==> config.mk <==
export PLATFORM = sky130hd
export DESIGN_NAME = line_pixel_generator_unit
export DESIGN_NICKNAME = d
export VERILOG_FILES = /design/src/design/lpg_pkg.sv /design/src/design/line_pixel_generator_unit.sv /design/src/design/lpg_ctrl.sv /design/src/design/lpg_datapath.sv
export SDC_FILE = /design/constraint.sdc
export NUM_CORES = 1
export LEC_CHECK = 0
export BUFFER_PORTS_ARGS = -buffer_cell sky130_fd_sc_hd__buf_2
export CORE_ASPECT_RATIO = 0.9
export CORE_UTILIZATION = 25
export DETAILED_ROUTE_END_ITERATION = 12
export SLEW_MARGIN = 20
export SYNTH_ARGS = -nofsm -noshare
export SYNTH_HDL_FRONTEND = slang
export SYNTH_SLANG_ARGS = --single-unit
==> constraint.sdc <==
create_clock -name clk -period 25.7 [get_ports clk]
set_clock_uncertainty 0.05 [all_clocks]
set_input_delay 5.14 -clock clk [delete_from_list [all_inputs] [get_ports clk]]
set_output_delay 5.14 -clock clk [all_outputs]
set_load 0.02 [all_outputs]
==> src/design/lpg_pkg.sv <==
// Shared types and widths for the line pixel generator.
// No dependencies; imported by lpg_ctrl, lpg_datapath and the top level.
`timescale 1ns / 1ps

package lpg_pkg;

  localparam int COORD_W           = 13;    // signed endpoint / pixel coordinate
  localparam int CFG_W             = 13;    // surface size registers
  localparam int COLOR_W           = 32;
  localparam int ADDR_W            = 24;
  localparam int MAX_DIMENSION_DEF = 4096;

  // func codes on the input channel
  localparam logic FUNC_START = 1'b0;
  localparam logic FUNC_STEP  = 1'b1;

  // register indexes on the config port
  localparam logic REG_WIDTH  = 1'b0;
  localparam logic REG_HEIGHT = 1'b1;

  // Controller -> datapath
  typedef struct packed {
    logic load_line;  // start word: latch a new line
    logic step_pix;   // step word: stage one pixel, advance the walker
    logic load_out;   // move staged pixel into the output register
  } lpg_cmd_t;

  // Datapath -> controller
  typedef struct packed {
    logic active;     // a line is being walked
  } lpg_status_t;

endpackage

==> src/design/line_pixel_generator_unit.sv <==
// Top level of the line pixel generator: controller plus datapath.
// Depends on lpg_pkg, lpg_ctrl and lpg_datapath.
//
// Usage:
//  - Input channel (in_valid/in_ready): a word with func = 0 starts a new line
//    from (start_x,start_y) to (end_x,end_y) in line_color and yields nothing;
//    a word with func = 1 yields the next pixel of the live line, or nothing
//    when no line is live. A start drops any line in progress.
//  - Output channel (out_valid/out_ready): one word per pixel with its
//    coordinates, frame buffer address, color, last_pixel and off_surface.
//  - Config port: cfg_write with cfg_index 0 (width) or 1 (height) and
//    cfg_data; write only while the block is idle.
//  - Pipeline: a step word is held in the pixel stage, then moves to the
//    output register with the address multiply ahead of it.
//  - Throughput: one word per cycle sustained while out_ready is high; the
//    minor axis walks by one remainder add/compare per pixel and the address
//    multiply has its own stage, so both stages take a word each cycle.
//  - Stall: the output register holds its word; the pixel stage fills behind
//    it and in_ready drops once both are full.
//  - Reset: surface 640 x 480, no live line, both stages empty.
`timescale 1ns / 1ps

module line_pixel_generator_unit #(
  parameter int MAX_DIMENSION = lpg_pkg::MAX_DIMENSION_DEF
) (
  input  logic                                clk,
  input  logic                                rst,
  input  logic                                cfg_write,
  input  logic                                cfg_index,
  input  logic [lpg_pkg::CFG_W-1:0]           cfg_data,
  input  logic                                in_valid,
  output logic                                in_ready,
  input  logic                                func,
  input  logic signed [lpg_pkg::COORD_W-1:0]  start_x,
  input  logic signed [lpg_pkg::COORD_W-1:0]  start_y,
  input  logic signed [lpg_pkg::COORD_W-1:0]  end_x,
  input  logic signed [lpg_pkg::COORD_W-1:0]  end_y,
  input  logic [lpg_pkg::COLOR_W-1:0]         line_color,
  output logic                                out_valid,
  input  logic                                out_ready,
  output logic signed [lpg_pkg::COORD_W-1:0]  pixel_x,
  output logic signed [lpg_pkg::COORD_W-1:0]  pixel_y,
  output logic [lpg_pkg::ADDR_W-1:0]          pixel_address,
  output logic [lpg_pkg::COLOR_W-1:0]         pixel_color,
  output logic                                last_pixel,
  output logic                                off_surface
);
  import lpg_pkg::*;

  lpg_cmd_t    cmd;     // stage load strobes
  lpg_status_t status;  // line live flag

  // handshakes and stage occupancy
  lpg_ctrl u_ctrl (
    .clk       (clk),
    .rst       (rst),
    .in_valid  (in_valid),
    .in_ready  (in_ready),
    .func      (func),
    .out_valid (out_valid),
    .out_ready (out_ready),
    .cmd       (cmd),
    .status    (status)
  );

  // line setup, walker, pixel and address stages, surface registers
  lpg_datapath #(
    .MAX_DIMENSION (MAX_DIMENSION)
  ) u_datapath (
    .clk           (clk),
    .rst           (rst),
    .cmd           (cmd),
    .status        (status),
    .cfg_write     (cfg_write),
    .cfg_index     (cfg_index),
    .cfg_data      (cfg_data),
    .start_x       (start_x),
    .start_y       (start_y),
    .end_x         (end_x),
    .end_y         (end_y),
    .line_color    (line_color),
    .pixel_x       (pixel_x),
    .pixel_y       (pixel_y),
    .pixel_address (pixel_address),
    .pixel_color   (pixel_color),
    .last_pixel    (last_pixel),
    .off_surface   (off_surface)
  );

endmodule

==> src/design/lpg_ctrl.sv <==
// Handshake controller for the line pixel generator: tracks occupancy of the
// pixel stage and the output register. Depends on lpg_pkg.
`timescale 1ns / 1ps

module lpg_ctrl (
  input  logic                clk,
  input  logic                rst,
  input  logic                in_valid,
  output logic                in_ready,
  input  logic                func,
  output logic                out_valid,
  input  logic                out_ready,
  output lpg_pkg::lpg_cmd_t   cmd,
  input  lpg_pkg::lpg_status_t status
);
  import lpg_pkg::*;

  // bit 0: pixel stage full, bit 1: output register full
  localparam logic [1:0] ST_EMPTY  = 2'd0;
  localparam logic [1:0] ST_STAGED = 2'd1;
  localparam logic [1:0] ST_OUT    = 2'd2;
  localparam logic [1:0] ST_BOTH   = 2'd3;

  logic [1:0] state;
  logic [1:0] state_next;
  logic       stage_full;
  logic       out_full;
  logic       out_free;
  logic       accept;
  logic       stage_next;
  logic       out_next;

  always_comb begin
    case (state)
      ST_EMPTY: begin
        stage_full = 1'b0;
        out_full   = 1'b0;
      end
      ST_STAGED: begin
        stage_full = 1'b1;
        out_full   = 1'b0;
      end
      ST_OUT: begin
        stage_full = 1'b0;
        out_full   = 1'b1;
      end
      ST_BOTH: begin
        stage_full = 1'b1;
        out_full   = 1'b1;
      end
      default: begin
        stage_full = 1'b0;
        out_full   = 1'b0;
      end
    endcase
  end

  assign out_free  = !out_full || out_ready;
  assign in_ready  = !stage_full || out_free;
  assign accept    = in_valid && in_ready;
  assign out_valid = out_full;

  assign cmd.load_line = accept && (func == FUNC_START);
  assign cmd.step_pix  = accept && (func == FUNC_STEP) && status.active;
  assign cmd.load_out  = stage_full && out_free;

  assign stage_next = cmd.step_pix || (stage_full && !cmd.load_out);
  assign out_next   = cmd.load_out || (out_full && !out_ready);

  always_comb begin
    case ({out_next, stage_next})
      2'b00:   state_next = ST_EMPTY;
      2'b01:   state_next = ST_STAGED;
      2'b10:   state_next = ST_OUT;
      2'b11:   state_next = ST_BOTH;
      default: state_next = ST_EMPTY;
    endcase
  end

  always_ff @(posedge clk) begin
    if (rst) begin
      state <= ST_EMPTY;
    end else begin
      state <= state_next;
    end
  end

  // a step word only stages a pixel when a line is live
  a_step_needs_line: assert property (@(posedge clk) disable iff (rst)
    cmd.step_pix |-> status.active) else $error("pixel staged with no active line");

  // a pixel moved out shows up as a valid word next cycle
  a_load_shows_out: assert property (@(posedge clk) disable iff (rst)
    cmd.load_out |=> out_valid) else $error("output word lost after load");

  // a staged pixel that cannot move on is kept
  a_stage_held: assert property (@(posedge clk) disable iff (rst)
    (stage_full && !cmd.load_out) |=> (state == ST_STAGED || state == ST_BOTH))
    else $error("staged pixel dropped");

endmodule

==> src/design/lpg_datapath.sv <==
// Datapath for the line pixel generator: line setup, incremental minor-axis
// walker, pixel stage and address multiply. Depends on lpg_pkg.
`timescale 1ns / 1ps

module lpg_datapath #(
  parameter int MAX_DIMENSION = lpg_pkg::MAX_DIMENSION_DEF
) (
  input  logic                                clk,
  input  logic                                rst,
  input  lpg_pkg::lpg_cmd_t                   cmd,
  output lpg_pkg::lpg_status_t                status,
  input  logic                                cfg_write,
  input  logic                                cfg_index,
  input  logic [lpg_pkg::CFG_W-1:0]           cfg_data,
  input  logic signed [lpg_pkg::COORD_W-1:0]  start_x,
  input  logic signed [lpg_pkg::COORD_W-1:0]  start_y,
  input  logic signed [lpg_pkg::COORD_W-1:0]  end_x,
  input  logic signed [lpg_pkg::COORD_W-1:0]  end_y,
  input  logic [lpg_pkg::COLOR_W-1:0]         line_color,
  output logic signed [lpg_pkg::COORD_W-1:0]  pixel_x,
  output logic signed [lpg_pkg::COORD_W-1:0]  pixel_y,
  output logic [lpg_pkg::ADDR_W-1:0]          pixel_address,
  output logic [lpg_pkg::COLOR_W-1:0]         pixel_color,
  output logic                                last_pixel,
  output logic                                off_surface
);
  import lpg_pkg::*;

  localparam int RW = $clog2(MAX_DIMENSION);   // on-surface row / column
  localparam int DW = RW + 1;                  // clamped dimension
  localparam int DIFF_W = COORD_W + 1;
  localparam logic [CFG_W-1:0] MAX_CFG = CFG_W'(MAX_DIMENSION);

  // configuration
  logic [CFG_W-1:0] surface_width;
  logic [CFG_W-1:0] surface_height;
  logic [DW-1:0]    width_cl;
  logic [DW-1:0]    height_cl;

  // line state
  logic                      active;
  logic                      transposed;
  logic signed [COORD_W-1:0] major_now;
  logic signed [COORD_W-1:0] major_last;
  logic signed [COORD_W-1:0] minor_q;     // floor quotient of the minor value
  logic [COORD_W-1:0]        minor_r;     // remainder, 0 <= r < span
  logic [COORD_W-1:0]        span;
  logic [COORD_W-1:0]        step_r;
  logic                      step_neg;
  logic [COLOR_W-1:0]        held_color;

  // pixel stage
  logic signed [COORD_W-1:0] s1_x;
  logic signed [COORD_W-1:0] s1_y;
  logic [RW-1:0]             s1_col;
  logic [RW-1:0]             s1_row;
  logic                      s1_off;
  logic                      s1_last;
  logic [COLOR_W-1:0]        s1_color;

  // setup logic
  logic signed [DIFF_W-1:0]  dx;
  logic signed [DIFF_W-1:0]  dy;
  logic [DIFF_W-1:0]         abs_dx;
  logic [DIFF_W-1:0]         abs_dy;
  logic                      trans_new;
  logic                      x_desc;
  logic                      y_desc;
  logic [DIFF_W-1:0]         span_new;
  logic signed [DIFF_W-1:0]  dmin_new;
  logic [DIFF_W-1:0]         rd_sum;
  logic signed [COORD_W-1:0] maj_first_new;
  logic signed [COORD_W-1:0] maj_last_new;
  logic signed [COORD_W-1:0] min_first_new;

  // walker and pixel logic
  logic [DIFF_W-1:0]         r_sum;
  logic                      r_carry;
  logic [COORD_W-1:0]        r_next;
  logic [COORD_W-1:0]        q_adj;
  logic signed [COORD_W-1:0] minor_trunc;
  logic signed [COORD_W-1:0] px;
  logic signed [COORD_W-1:0] py;
  logic                      off_now;
  logic                      last_now;
  logic [COORD_W-1:0]        row_full;
  logic [RW+DW-1:0]          addr_sum;

  assign width_cl  = (surface_width  > MAX_CFG) ? DW'(MAX_DIMENSION) : DW'(surface_width);
  assign height_cl = (surface_height > MAX_CFG) ? DW'(MAX_DIMENSION) : DW'(surface_height);

  // line setup: major axis is the longer one, ordered so the major coord rises
  assign dx       = DIFF_W'(start_x) - DIFF_W'(end_x);
  assign dy       = DIFF_W'(start_y) - DIFF_W'(end_y);
  assign abs_dx   = dx[DIFF_W-1] ? DIFF_W'(-dx) : DIFF_W'(dx);
  assign abs_dy   = dy[DIFF_W-1] ? DIFF_W'(-dy) : DIFF_W'(dy);
  assign trans_new = abs_dx < abs_dy;
  assign x_desc   = !dx[DIFF_W-1] && (dx != '0);
  assign y_desc   = !dy[DIFF_W-1] && (dy != '0);
  assign span_new = trans_new ? abs_dy : abs_dx;

  always_comb begin
    if (trans_new) begin
      dmin_new      = y_desc ? dx : -dx;
      maj_first_new = y_desc ? end_y : start_y;
      maj_last_new  = y_desc ? start_y : end_y;
      min_first_new = y_desc ? end_x : start_x;
    end else begin
      dmin_new      = x_desc ? dy : -dy;
      maj_first_new = x_desc ? end_x : start_x;
      maj_last_new  = x_desc ? start_x : end_x;
      min_first_new = x_desc ? end_y : start_y;
    end
  end

  // |dmin| <= span, so the per-step quotient is 0 or -1 for a falling minor, 0 or +1 for a rising one
  assign rd_sum = DIFF_W'(dmin_new) + span_new;

  // walker: one remainder add and compare per pixel
  assign r_sum   = DIFF_W'(minor_r) + DIFF_W'(step_r);
  assign r_carry = r_sum >= DIFF_W'(span);
  assign r_next  = r_carry ? COORD_W'(r_sum - DIFF_W'(span)) : COORD_W'(r_sum);
  always_comb begin
    if (step_neg && !r_carry) begin
      q_adj = '1;
    end else if (!step_neg && r_carry) begin
      q_adj = COORD_W'(1);
    end else begin
      q_adj = '0;
    end
  end

  // floor to truncation toward zero
  assign minor_trunc = (minor_q[COORD_W-1] && (minor_r != '0)) ? minor_q + 1'b1 : minor_q;
  assign px = transposed ? minor_trunc : major_now;
  assign py = transposed ? major_now : minor_trunc;
  assign off_now = px[COORD_W-1] || py[COORD_W-1]
                || ($unsigned(px) >= COORD_W'(width_cl))
                || ($unsigned(py) >= COORD_W'(height_cl));
  assign row_full = COORD_W'(height_cl) - COORD_W'(1) - $unsigned(py);
  assign last_now = major_now >= major_last;

  assign status.active = active;

  always_ff @(posedge clk) begin
    if (rst) begin
      surface_width  <= CFG_W'(640);
      surface_height <= CFG_W'(480);
      active         <= 1'b0;
    end else begin
      if (cfg_write) begin
        case (cfg_index)
          REG_WIDTH:  surface_width  <= cfg_data;
          REG_HEIGHT: surface_height <= cfg_data;
          default:    surface_width  <= surface_width;
        endcase
      end
      if (cmd.load_line) begin
        active <= 1'b1;
      end else if (cmd.step_pix && last_now) begin
        active <= 1'b0;
      end
    end
  end

  always_ff @(posedge clk) begin
    if (cmd.load_line) begin
      transposed <= trans_new;
      major_now  <= maj_first_new;
      major_last <= maj_last_new;
      minor_q    <= min_first_new;
      minor_r    <= '0;
      span       <= COORD_W'(span_new);
      step_neg   <= dmin_new[DIFF_W-1];
      step_r     <= dmin_new[DIFF_W-1] ? COORD_W'(rd_sum) : COORD_W'(dmin_new);
      held_color <= line_color;
    end else if (cmd.step_pix) begin
      major_now <= major_now + 1'b1;
      minor_q   <= minor_q + q_adj;
      minor_r   <= r_next;
    end
  end

  always_ff @(posedge clk) begin
    if (cmd.step_pix) begin
      s1_x     <= px;
      s1_y     <= py;
      s1_col   <= px[RW-1:0];
      s1_row   <= row_full[RW-1:0];
      s1_off   <= off_now;
      s1_last  <= last_now;
      s1_color <= held_color;
    end
  end

  // address stage: one multiply and add
  assign addr_sum = (s1_row * width_cl) + (RW+DW)'(s1_col);

  always_ff @(posedge clk) begin
    if (cmd.load_out) begin
      pixel_x       <= s1_x;
      pixel_y       <= s1_y;
      pixel_address <= s1_off ? '0 : ADDR_W'(addr_sum);
      pixel_color   <= s1_color;
      last_pixel    <= s1_last;
      off_surface   <= s1_off;
    end
  end

  // remainder must stay below the span while a line is live
  a_rem_bound: assert property (@(posedge clk) disable iff (rst)
    (active && (span != '0)) |-> (minor_r < span)) else $error("walker remainder out of range");

  // the final pixel ends the line
  a_last_ends: assert property (@(posedge clk) disable iff (rst)
    (cmd.step_pix && last_now) |=> !active) else $error("line still active after last pixel");

endmodule

; Yosys cells after proc, flatten, opt, wreduce, memory -nomap -nowiden
; Index checks and enable logic that the tools add are counted.
[word_totals]
ff_bits = 309
output_inout_bits = 86
wordCells = 129
[op_classes]
n_addsub = 13
n_mul = 1
n_lt_le_gt_ge = 7
eq_ne = 6
mux = 33
bitwise = 2
reduce_logical = 41
[ops]
columns = operator, n
row1 = 13-bit 2-to-1 mux, 22
row2 = 14-bit 2-to-1 mux, 5
row3 = 13-bit greater-or-equal comparator, 3
row4 = 14-bit negator, 2
row5 = 14-bit nonzero test, 2
row6 = 13-bit by 13-bit subtractor with 14-bit output, 2
row7 = 13-bit by 1-bit adder with 13-bit output (second input constant), 2
row8 = 13-bit adder, 2
row9 = 13-bit greater-than comparator (second input constant), 2
row10 = 24-bit by 12-bit adder with 24-bit output, 1
row11 = 12-bit by 13-bit multiplier with 24-bit output, 1
row12 = 13-bit by 13-bit adder with 14-bit output, 1
row13 = 14-bit by 13-bit greater-or-equal comparator with 1-bit output, 1
row14 = 14-bit < comparator, 1
row15 = 1-bit logical AND, 13
row16 = 13-bit nonzero test, 1
row17 = 13-bit subtractor, 1
row18 = 12-bit by 1-bit subtractor with 12-bit output (second input constant), 1
row19 = 12-bit subtractor, 1
row20 = 2-bit equality test (second input constant), 4
row21 = 1-bit logical NOT, 8
row22 = 2-bit one-hot mux with 4 select lines, 1
row23 = 2-bit OR reduction, 4
row24 = 1-bit logical OR, 7
row25 = other kinds (7), 15

; Logic depth before layout (Yosys ltp)
; Gate-level depths: netlist of run 1.
[logic_depth]
depth_word = 12
depth_mapped = 39
ltp_nobuf = 39

; By module
; A second synthesis of run 1 with hierarchy kept.
[hier_totals]
cells_unflattened = 2483
area_unflattened_um2 = 23832.9
[by_module_without_submodules]
columns = mod, n_inst, cells_per_inst, area_per_inst_um2
row1 = lpg_datapath, 1, 2470, 23724.0
row2 = lpg_ctrl, 1, 13, 108.9

; Least setup slack after synthesis of run 1
; Ideal clock, no wire load.
[synth_timing]
kind = input-to-reg
startpoint = input port start_x[0] (netlist bit)
endpoint = register u_datapath.step_r[9] (data pin)
t_arrival_ns = 11.528
path_slack_ns = 13.867
path_stages = 34
path_buffers = 2
cell_sequence = inv_1 -> ha_1 -> inv_1 -> fa_1 -> a21o_1 -> a21oi_1 -> xnor2_1 -> or3_1 -> or2_2 -> nor3_1 -> nand2_1 -> nand2_1 -> xnor2_1 -> ha_1 -> a21o_1 -> a211o_1 -> nor2_1 -> a31oi_1 -> inv_1 -> clkbuf_1 -> buf_1 -> nor2_1 -> a21oi_1 -> ha_1 -> a21o_1 -> a21oi_1 -> inv_1 -> a21oi_1 -> maj3_1 -> o21bai_2 -> a21oi_2 -> o21a_1 -> or3_1 -> a31o_1
[synth_via]
elab_chain_len = 7
word_cells_on_any_way = 13
cone_classes = add/sub: 3 / order compare: 1 / mux: 6 / reduce/logical: 3
[synth_lines]
columns = item, line_no
row1 = "start, declared", line_pixel_generator_unit.sv:34  ; input logic signed [lpg_pkg::COORD_W-1:0] start_x,
row2 = 13-bit by 13-bit subtractor with 14-bit output *, lpg_datapath.sv:93  ; assign dx = DIFF_W'(start_x) - DIFF_W'(end_x);
row3 = 14-bit negator, lpg_datapath.sv:95  ; assign abs_dx = dx[DIFF_W-1] ? DIFF_W'(-dx) : DIFF_W'(dx);
row4 = 14-bit 2-to-1 mux *, lpg_datapath.sv:95
row5 = 14-bit < comparator, lpg_datapath.sv:97  ; assign trans_new = abs_dx < abs_dy;
row6 = 13-bit 2-to-1 mux *, lpg_datapath.sv:100  ; assign span_new = trans_new ? abs_dy : abs_dx;
row7 = net u_datapath.span_new[1], lpg_datapath.sv:69  ; logic [DIFF_W-1:0] span_new;
row8 = 13-bit adder *, lpg_datapath.sv:117  ; assign rd_sum = DIFF_W'(dmin_new) + span_new;
row9 = 13-bit 2-to-1 mux *, lpg_datapath.sv:175  ; step_r <= dmin_new[DIFF_W-1] ? COORD_W'(rd_sum) : COORD_W'(dmin_new);
row10 = "end signal, assigned", lpg_datapath.sv:175
row11 = "end, declared", lpg_datapath.sv:48  ; logic [COORD_W-1:0] step_r;
; Mark *: on every way through the listed nets, which the timed path passes. The rest lies on a longest branch.
; A chain may end at the register's enable or synchronous reset.

; Worst setup path in the final report of run 1
[layout_timing]
startpoint = input port start_y[0] (netlist bit)
endpoint = register u_datapath.step_r[9] (data pin)
[layout_via]
elab_chain_len = 7
word_cells_on_any_way = 13
cone_classes = add/sub: 3 / order compare: 1 / mux: 6 / reduce/logical: 3
[layout_lines]
columns = item, line_no
row1 = "start, declared", line_pixel_generator_unit.sv:35  ; input logic signed [lpg_pkg::COORD_W-1:0] start_y,
row2 = 13-bit by 13-bit subtractor with 14-bit output *, lpg_datapath.sv:94  ; assign dy = DIFF_W'(start_y) - DIFF_W'(end_y);
row3 = 14-bit negator, lpg_datapath.sv:96  ; assign abs_dy = dy[DIFF_W-1] ? DIFF_W'(-dy) : DIFF_W'(dy);
row4 = 14-bit 2-to-1 mux *, lpg_datapath.sv:96
row5 = 14-bit < comparator, lpg_datapath.sv:97
row6 = 13-bit 2-to-1 mux *, lpg_datapath.sv:100
row7 = net u_datapath.span_new[1], lpg_datapath.sv:69
row8 = 13-bit adder *, lpg_datapath.sv:117
row9 = 13-bit 2-to-1 mux *, lpg_datapath.sv:175
; Marked as above.

==> summary.txt, run 1 <==
Place
  • Gpl congestion: 0.905
  • Post-DP HPWL: 49.1 mm
  • Number of port buffers: 189
  • Post-Place Cells: 3793

Pwr
  • PwrDens: 110 nW/um^2
  • Maximum vdd ir drop: 0.0000751 V
  • Pleak: 0.0116 uW

Setup path
  • Most used cell, CP: a21oi_1
  • CP peak stage delay: 0.50 ns
  • Crit end category: flop
  • WP buf/inv: 4
  • Worst reg2reg path depth: 36
  • R2R Path End: u_datapath.minor_q[12]
  • Crit-path max FO: 33
  • CP arrival: 12.11 ns
  • CP max stage cell: nor3b_1
  • Reg2Reg Setup Slack: 17.67 ns
  • Req. time, crit path: 25.95 ns
  • CP startpoint kind: primary input
  • Worst path depth: 32
  • Critical path class: in2reg
  • Delay-heaviest family, CP: compound AO/OA/AOI/OAI gates
  • RR Startpoint: u_datapath.step_r[0]

Yosys
  • Sequential element share of the synthesized area: 0.363
  • Largest family of logic cells by synthesized area: adder cells
  • Dominant cell type by area after synthesis: edfxtp_1
  • Yosys reg bits: 297
  • Number of warnings issued by yosys: 0
  • Main synth FF type: edfxtp_1
  • Mapped Cells: 2427
  • Post-synthesis mux area share: 0.0222
  • Number of synthesized flops with an enable pin: 255
  • Area contributors post-synth: edfxtp_1 33%, ha_1 11%, fa_1 11%
  • Synth Area in Adders: 0.222
  • Share of the synthesized area in the top cell type: 0.327
  • XOR/XNOR Fraction of Synth Area: 0.0572
  • Unique masters post-synth: 74
  • Synth async-reset ratio: 0
  • Synth Area per Inst: 9.64 um^2
  • Post-synthesis cell area: 23400 um^2
  • Compound-Gate Fraction of Synth Area: 0.128
  • Post-synthesis simple-gate area fraction: 0.144
  • Syn Nets: 2869

Die
  • Core Region: 92800 um^2
  • Die height: 292 um
  • I/O Pins: 190
  • DIE WIDTH: 324 um
  • Die Footprint: 94800 um^2
  • Initial Util: 0.252
  • Site Rows: 106

Clock network
  • Clk sinks: 297
  • Post-CTS resize count: 0
  • Root Buffer: clkbuf_16
  • Clock transition at path regs: 0.06 ns
  • Num CTS Buffers: 38
  • TritonCTS clock tree: built
  • Worst skew pair latency: 0.55 ns
  • Cts hold-fix bufs: 0
  • Clock Path Buffers: 3
  • Post-CTS Setup Bufs: 0
  • H-Tree Depth: 2

Job
  • Max-cap violations: 0

Routing
  • Drt first pass iters: 5
  • Vias: 17.5k
  • Routed Antenna Nets: 0
  • WL/cell: 16.1 um
  • Vias per cell: 4.51
  • WL final: 62.1 mm
  • Starting DRT DRC Count: 1352
  • DRC Markers: 0

Status
  • Outcome: complete, no violations

STA
  • Final setup viols: 0
  • Fin crit period: 11.86 ns
  • Max frequency: 0.0844 GHz
  • Slew of the pin with the lowest slew margin: 1.01 ns
  • Final worst-path cycle share: 0.461
  • Slew HR: 0.318
  • Setup TNS: 0 ns
  • RSZ-0062 raised after global routing: false
  • Final Hold Fails: 0
  • Pins over their slew limit: 0

Hold path
  • Worst hold path type: reg2reg
  • Hold Crit Depth: 0
  • Worst Hold Path EP: u_datapath.pixel_y[0]
  • Hold path startpoint: u_datapath.s1_y[0]

Layout
  • Final #Nets: 3033
  • Layout cells sized above 1: 0.122
  • Fin util: 0.291
  • Final Non-Filler Cells: 3866
  • P&R area growth vs syn: 15.7%

Global routing
  • Gr usage total: 0.128
  • Initial antenna violation count: 7
  • Vias in the first global route: 16.6k
  • First-pass GRT wire length: 95.3 mm
  • Largest net degree at the start of global routing: 67
  • Overflow after GRT: 0
==> sequential cells by signal (all words and copies together) (netlist names), 24 cells and up <==
register / cells
u_datapath.held_color: 32
u_datapath.pixel_color: 32
u_datapath.s1_color: 32
u_datapath.pixel_address: 24
==> Yosys cell counts (3+ instances only) <==
library cell and instances:
and2_1 74, a31oi_1 12, buf_1 12, o31ai_1 6
fa_1 127, or2_2 7, or3_1 16, o22ai_1 4
a2111oi_0 3, mux2i_1 34, dfxtp_1 42, nand3_1 46
a21oi_1 156, a21o_1 33, and3_1 13, o21ai_0 102
ha_1 211, xnor2_1 112, edfxtp_1 255, nand4_1 17
nand2_1 312, clkbuf_1 77, o21a_1 15, nor2_1 134
mux2_2 16, inv_1 305, xor2_1 39, nor4_1 5
nand2b_1 14, o211ai_1 55, nand3b_1 9, a211o_1 4
o21ai_1 3, a21boi_0 6, a211oi_1 26, nor3_1 21
o21bai_1 22, nor2b_1 35, and4_1 3
==> cells in the final DEF, fill, tap and decap left out, types with 15 or more instances in the layout <==
| master | count |
|---|---|
| mux2i_1 | 34 |
| buf_2 | 189 |
| inv_1 | 302 |
| o21ai_0 | 102 |
| nor2_1 | 133 |
| mux2_2 | 16 |
| or3_1 | 16 |
| nand2_1 | 312 |
| dfxtp_1 | 42 |
| nor3_1 | 21 |
| a21o_1 | 33 |
| and2_1 | 74 |
| nand4_1 | 17 |
| o21a_1 | 15 |
| clkbuf_16 | 39 |
| o21bai_1 | 22 |
| fa_1 | 127 |
| edfxtp_1 | 255 |
| xor2_1 | 39 |
| a21oi_1 | 155 |
| xnor2_1 | 112 |
| ha_1 | 211 |
| a211oi_1 | 26 |
| buf_4 | 27 |
| nor2b_1 | 34 |
| nand3_1 | 46 |
| o211ai_1 | 55 |
==> through the flow <==
| step | hold slack, ns | setup WS (ns) | total power (uW) | cell area, um^2 |
|---|---|---|---|---|
| 6_report | 0.354 | 13.84 | 2980 | 27100 |
| 4_1_cts | 0.352 | 13.96 | 2990 | 27000 |
| 3_3_place_gp | 0.350 | 13.43 | 2420 | 25800 |
| 2_1_floorplan | 0.350 | 13.87 | 2040 | 23400 |
| 3_5_place_dp | 0.355 | 13.39 | 2440 | 25800 |
| 5_1_grt | 0.360 | 13.24 | 3250 | 27100 |
==> cell type report <==
cell class	instances	area (um^2)
inverters	305	1150
multi-input cells	1733	13400
flip-flops and latches	297	8500
well taps	1242	1550
clock inverters	24	263
diodes	5	12.5
repair buffers	216	1150
clock buffers	44	995
fillers	9754	65800
==> power by group <==
part / switching, uW / total, uW / internal (uW)
Combinational: 1030 / 1750 / 715
Clock: 209 / 538 / 329
Sequential: 46.6 / 695 / 648
==> cells by family after synthesis <==
family,count (synthesis)
compound gates,473
xor+xnor,152
fa+ha+maj,339
buf+inv,397
flops,297
mux,50
simple gates,719
==> layer usage <==
layer,GRT usage,vias to the layer above,share of wire,wire length (um)
li1,-,8620,-,-
met5,0,-,0,0
met3,0.0221,61,0.063,3900
met2,0.202,453,0.45,28000
met1,0.179,8319,0.47,29100
met4,0.0352,0,0.017,1060
==> worst max path at each step <==
| stage | startpoint | end | slack (ns) |
|---|---|---|---|
| 2_1_floorplan | start_x[0] | u_datapath.step_r[9] | 13.87 |
| 3_3_place_gp | start_y[0] | u_datapath.step_r[9] | 13.43 |
| 5_1_grt | start_y[0] | u_datapath.step_r[9] | 13.24 |
| 6_report | start_y[0] | u_datapath.step_r[9] | 13.84 |
| 4_1_cts | start_x[0] | u_datapath.step_r[9] | 13.96 |
| 3_5_place_dp | start_x[0] | u_datapath.step_r[9] | 13.39 |
Power figures use the tool's default switching activity.
==> run 2: changes to the inputs <==
Clock period 25.7 ns to 10.3 ns, I/O delays scaled along.
==> run 2 against run 1 <==
Compared with the run above:
- global-route usage grew 0.061 points
- non-clock buffer count increased by 1
- die area did not move
- register-to-register slack got worse by 15 ns
- cell area down 0.53%
- clock power grew 120%
- worst setup slack got worse by 12 ns
- sequential share of layout area rose by 0.17 points
- flip-flop and latch count is the same
- clock-buffer cell count increased by 1
- routed wire length decreased by 0.22%
- via count fell by 0.34%
- critical path type unchanged
- largest cell class unchanged
- highest routed layer unchanged
==> summary.txt, run 2 (synthesis results as in run 1) <==
Routing
  • WL final: 61.9 mm (-0.22%)
  • Vias: 17.4k (-0.34%)
  • Routed Antenna Nets: 0 (unchanged)
  • Vias per cell: 4.51 (-0.16%)
  • WL/cell: 16.0 um (about the same)
  • Starting DRT DRC Count: 1161 (-14%)
  • DRC Markers: 0 (unchanged)
  • Drt first pass iters: 5 (unchanged)

Clock network
  • Post-CTS Setup Bufs: 0 (unchanged)
  • H-Tree Depth: 2 (unchanged)
  • Clock Path Buffers: 3 (unchanged)
  • Root Buffer: clkbuf_16
  • TritonCTS clock tree: built
  • Clock transition at path regs: 0.06 ns (about the same)
  • Cts hold-fix bufs: 0 (unchanged)
  • Clk sinks: 297 (unchanged)
  • Num CTS Buffers: 35 (-7.9%)
  • Worst skew pair latency: 0.54 ns (about the same)
  • Post-CTS resize count: 0 (unchanged)

Die
  • I/O Pins: 190 (unchanged)
  • Initial Util: 0.252 (unchanged)
  • Core Region: 92800 um^2 (unchanged)
  • DIE WIDTH: 324 um (unchanged)
  • Site Rows: 106 (unchanged)
  • Die Footprint: 94800 um^2 (unchanged)
  • Die height: 292 um (unchanged)

Place
  • Gpl congestion: 0.869 (-3.9%)
  • Post-DP HPWL: 49.1 mm (+0.15%)
  • Number of port buffers: 189 (unchanged)

Job
  • Max-cap violations: 0 (unchanged)

Hold path
  • Worst hold path type: reg2reg
  • Hold path startpoint: u_datapath.s1_color[22]
  • Hold Crit Depth: 0 (unchanged)
  • Worst Hold Path EP: u_datapath.pixel_color[22]

Global routing
  • Largest net degree at the start of global routing: 80 (+19%)
  • Overflow after GRT: 0 (unchanged)
  • Initial antenna violation count: 5 (-2)
  • Vias in the first global route: 16.9k (+1.8%)
  • Gr usage total: 0.129 (+0.000608)
  • First-pass GRT wire length: 95.5 mm (+0.14%)

Setup path
  • Critical path class: in2reg
  • CP arrival: 8.93 ns (-3.18 ns)
  • Delay-heaviest family, CP: simple AND/OR/NAND/NOR gates
  • RR Startpoint: u_datapath.step_r[1]
  • R2R Path End: u_datapath.minor_q[12]
  • CP max stage cell: buf_4
  • CP peak stage delay: 0.57 ns (+0.07 ns)
  • WP buf/inv: 5 (+1)
  • CP startpoint kind: primary input
  • Crit-path max FO: 66 (+100%)
  • Req. time, crit path: 10.53 ns (-15.42 ns)
  • Reg2Reg Setup Slack: 2.38 ns (-15.29 ns)
  • Worst reg2reg path depth: 37 (+2.8%)
  • Crit end category: flop

Layout
  • Layout cells sized above 1: 0.122 (+0.000233)
  • Final #Nets: 3031 (-0.066%)
  • Most common cell after layout, fill and taps aside: nand2_1
  • P&R area growth vs syn: 15.0%
  • Commonest non-fill, non-tap cells in the layout: 312 x nand2_1, 302 x inv_1, 255 x edfxtp_1
  • Largest registers: u_datapath.held_color (32), u_datapath.pixel_color (32), u_datapath.s1_color (32)

Pwr
  • Maximum vdd ir drop: 0.000196 V (+160%)
  • Tot Pwr: 7310 uW (+150%)
  • PwrDens: 271 nW/um^2 (+150%)
  • Pleak: 0.0115 uW (-0.52%)

STA
  • Max frequency: 0.115 GHz
  • Final worst-path cycle share: 0.845
  • RSZ-0062 raised after global routing: false
  • Setup TNS: 0 ns (unchanged)
  • Slew of the pin with the lowest slew margin: 1.03 ns (+0.0249 ns)
  • Slew HR: 0.311 (-0.00783)
  • Pins over their slew limit: 0 (unchanged)
  • Fin crit period: 8.70 ns
  • Final setup viols: 0 (unchanged)
  • Final Hold Fails: 0 (unchanged)

Status
  • Outcome: complete, no violations
==> run 2: worst max path at each step <==
| stage | start | endpoint | cells after the start |
|---|---|---|---|
| floorplan | start_x[0] | u_datapath.step_r[9] | 34 |
| global placement | start_y[0] | u_datapath.step_r[12] | 29 |
| detailed placement | start_x[0] | u_datapath.step_r[12] | 29 |
| CTS | start_x[0] | u_datapath.step_r[12] | 29 |
| global route | start_y[0] | u_datapath.step_r[12] | 29 |
| finish | start_x[0] | u_datapath.step_r[12] | 29 |
==> run 2: cell type report <==
cell class | count | area [um^2]
fill | 9844 | 65900
multi-input combinational | 1733 | 13400
sequential | 297 | 8500
tap | 1242 | 1550
timing repair buffer | 217 | 1170
inverter | 305 | 1150
clock buffer | 45 | 978
clock inverter | 17 | 120
antenna | 3 | 7.51
==> run 2: power by group <==
part	switching [uW]	internal, uW	total (uW)	leakage (uW)
clock	498	698	1200	0.000543
sequential	115	1620	1730	0.00270
combinational	2590	1790	4380	0.00827
==> run 2: through the flow <==
step                worst slack (ns)  utilization  area [um^2]  hold WS, ns  cells
floorplan                       1.55            -        23400        0.350   2427
global placement                1.26        0.278        25800        0.350   3793
detailed placement              1.10        0.278        25800        0.355   3794
CTS                             1.67        0.290        26900        0.365   3856
global route                   0.955        0.290        26900        0.370   3858
finish                          1.60        0.290        26900        0.364   3859
==> run 2: per-layer routing <==
metal,vias up,part of all wire,GRT usage
li1,8600,-,-
met1,8273,0.45,0.169
met2,444,0.44,0.204
met3,77,0.081,0.0385
met4,0,0.019,0.0339
met5,-,0,0
==> run 2: worst reg2reg max path, delay by kind of cell (launching register included) <==
kind	cells	cell delay, ns
simple gates	7	0.91
fa+ha+maj	4	1.54
xor+xnor	2	0.32
flops	1	0.43
compound gates	22	3.94
buf+inv	2	0.48
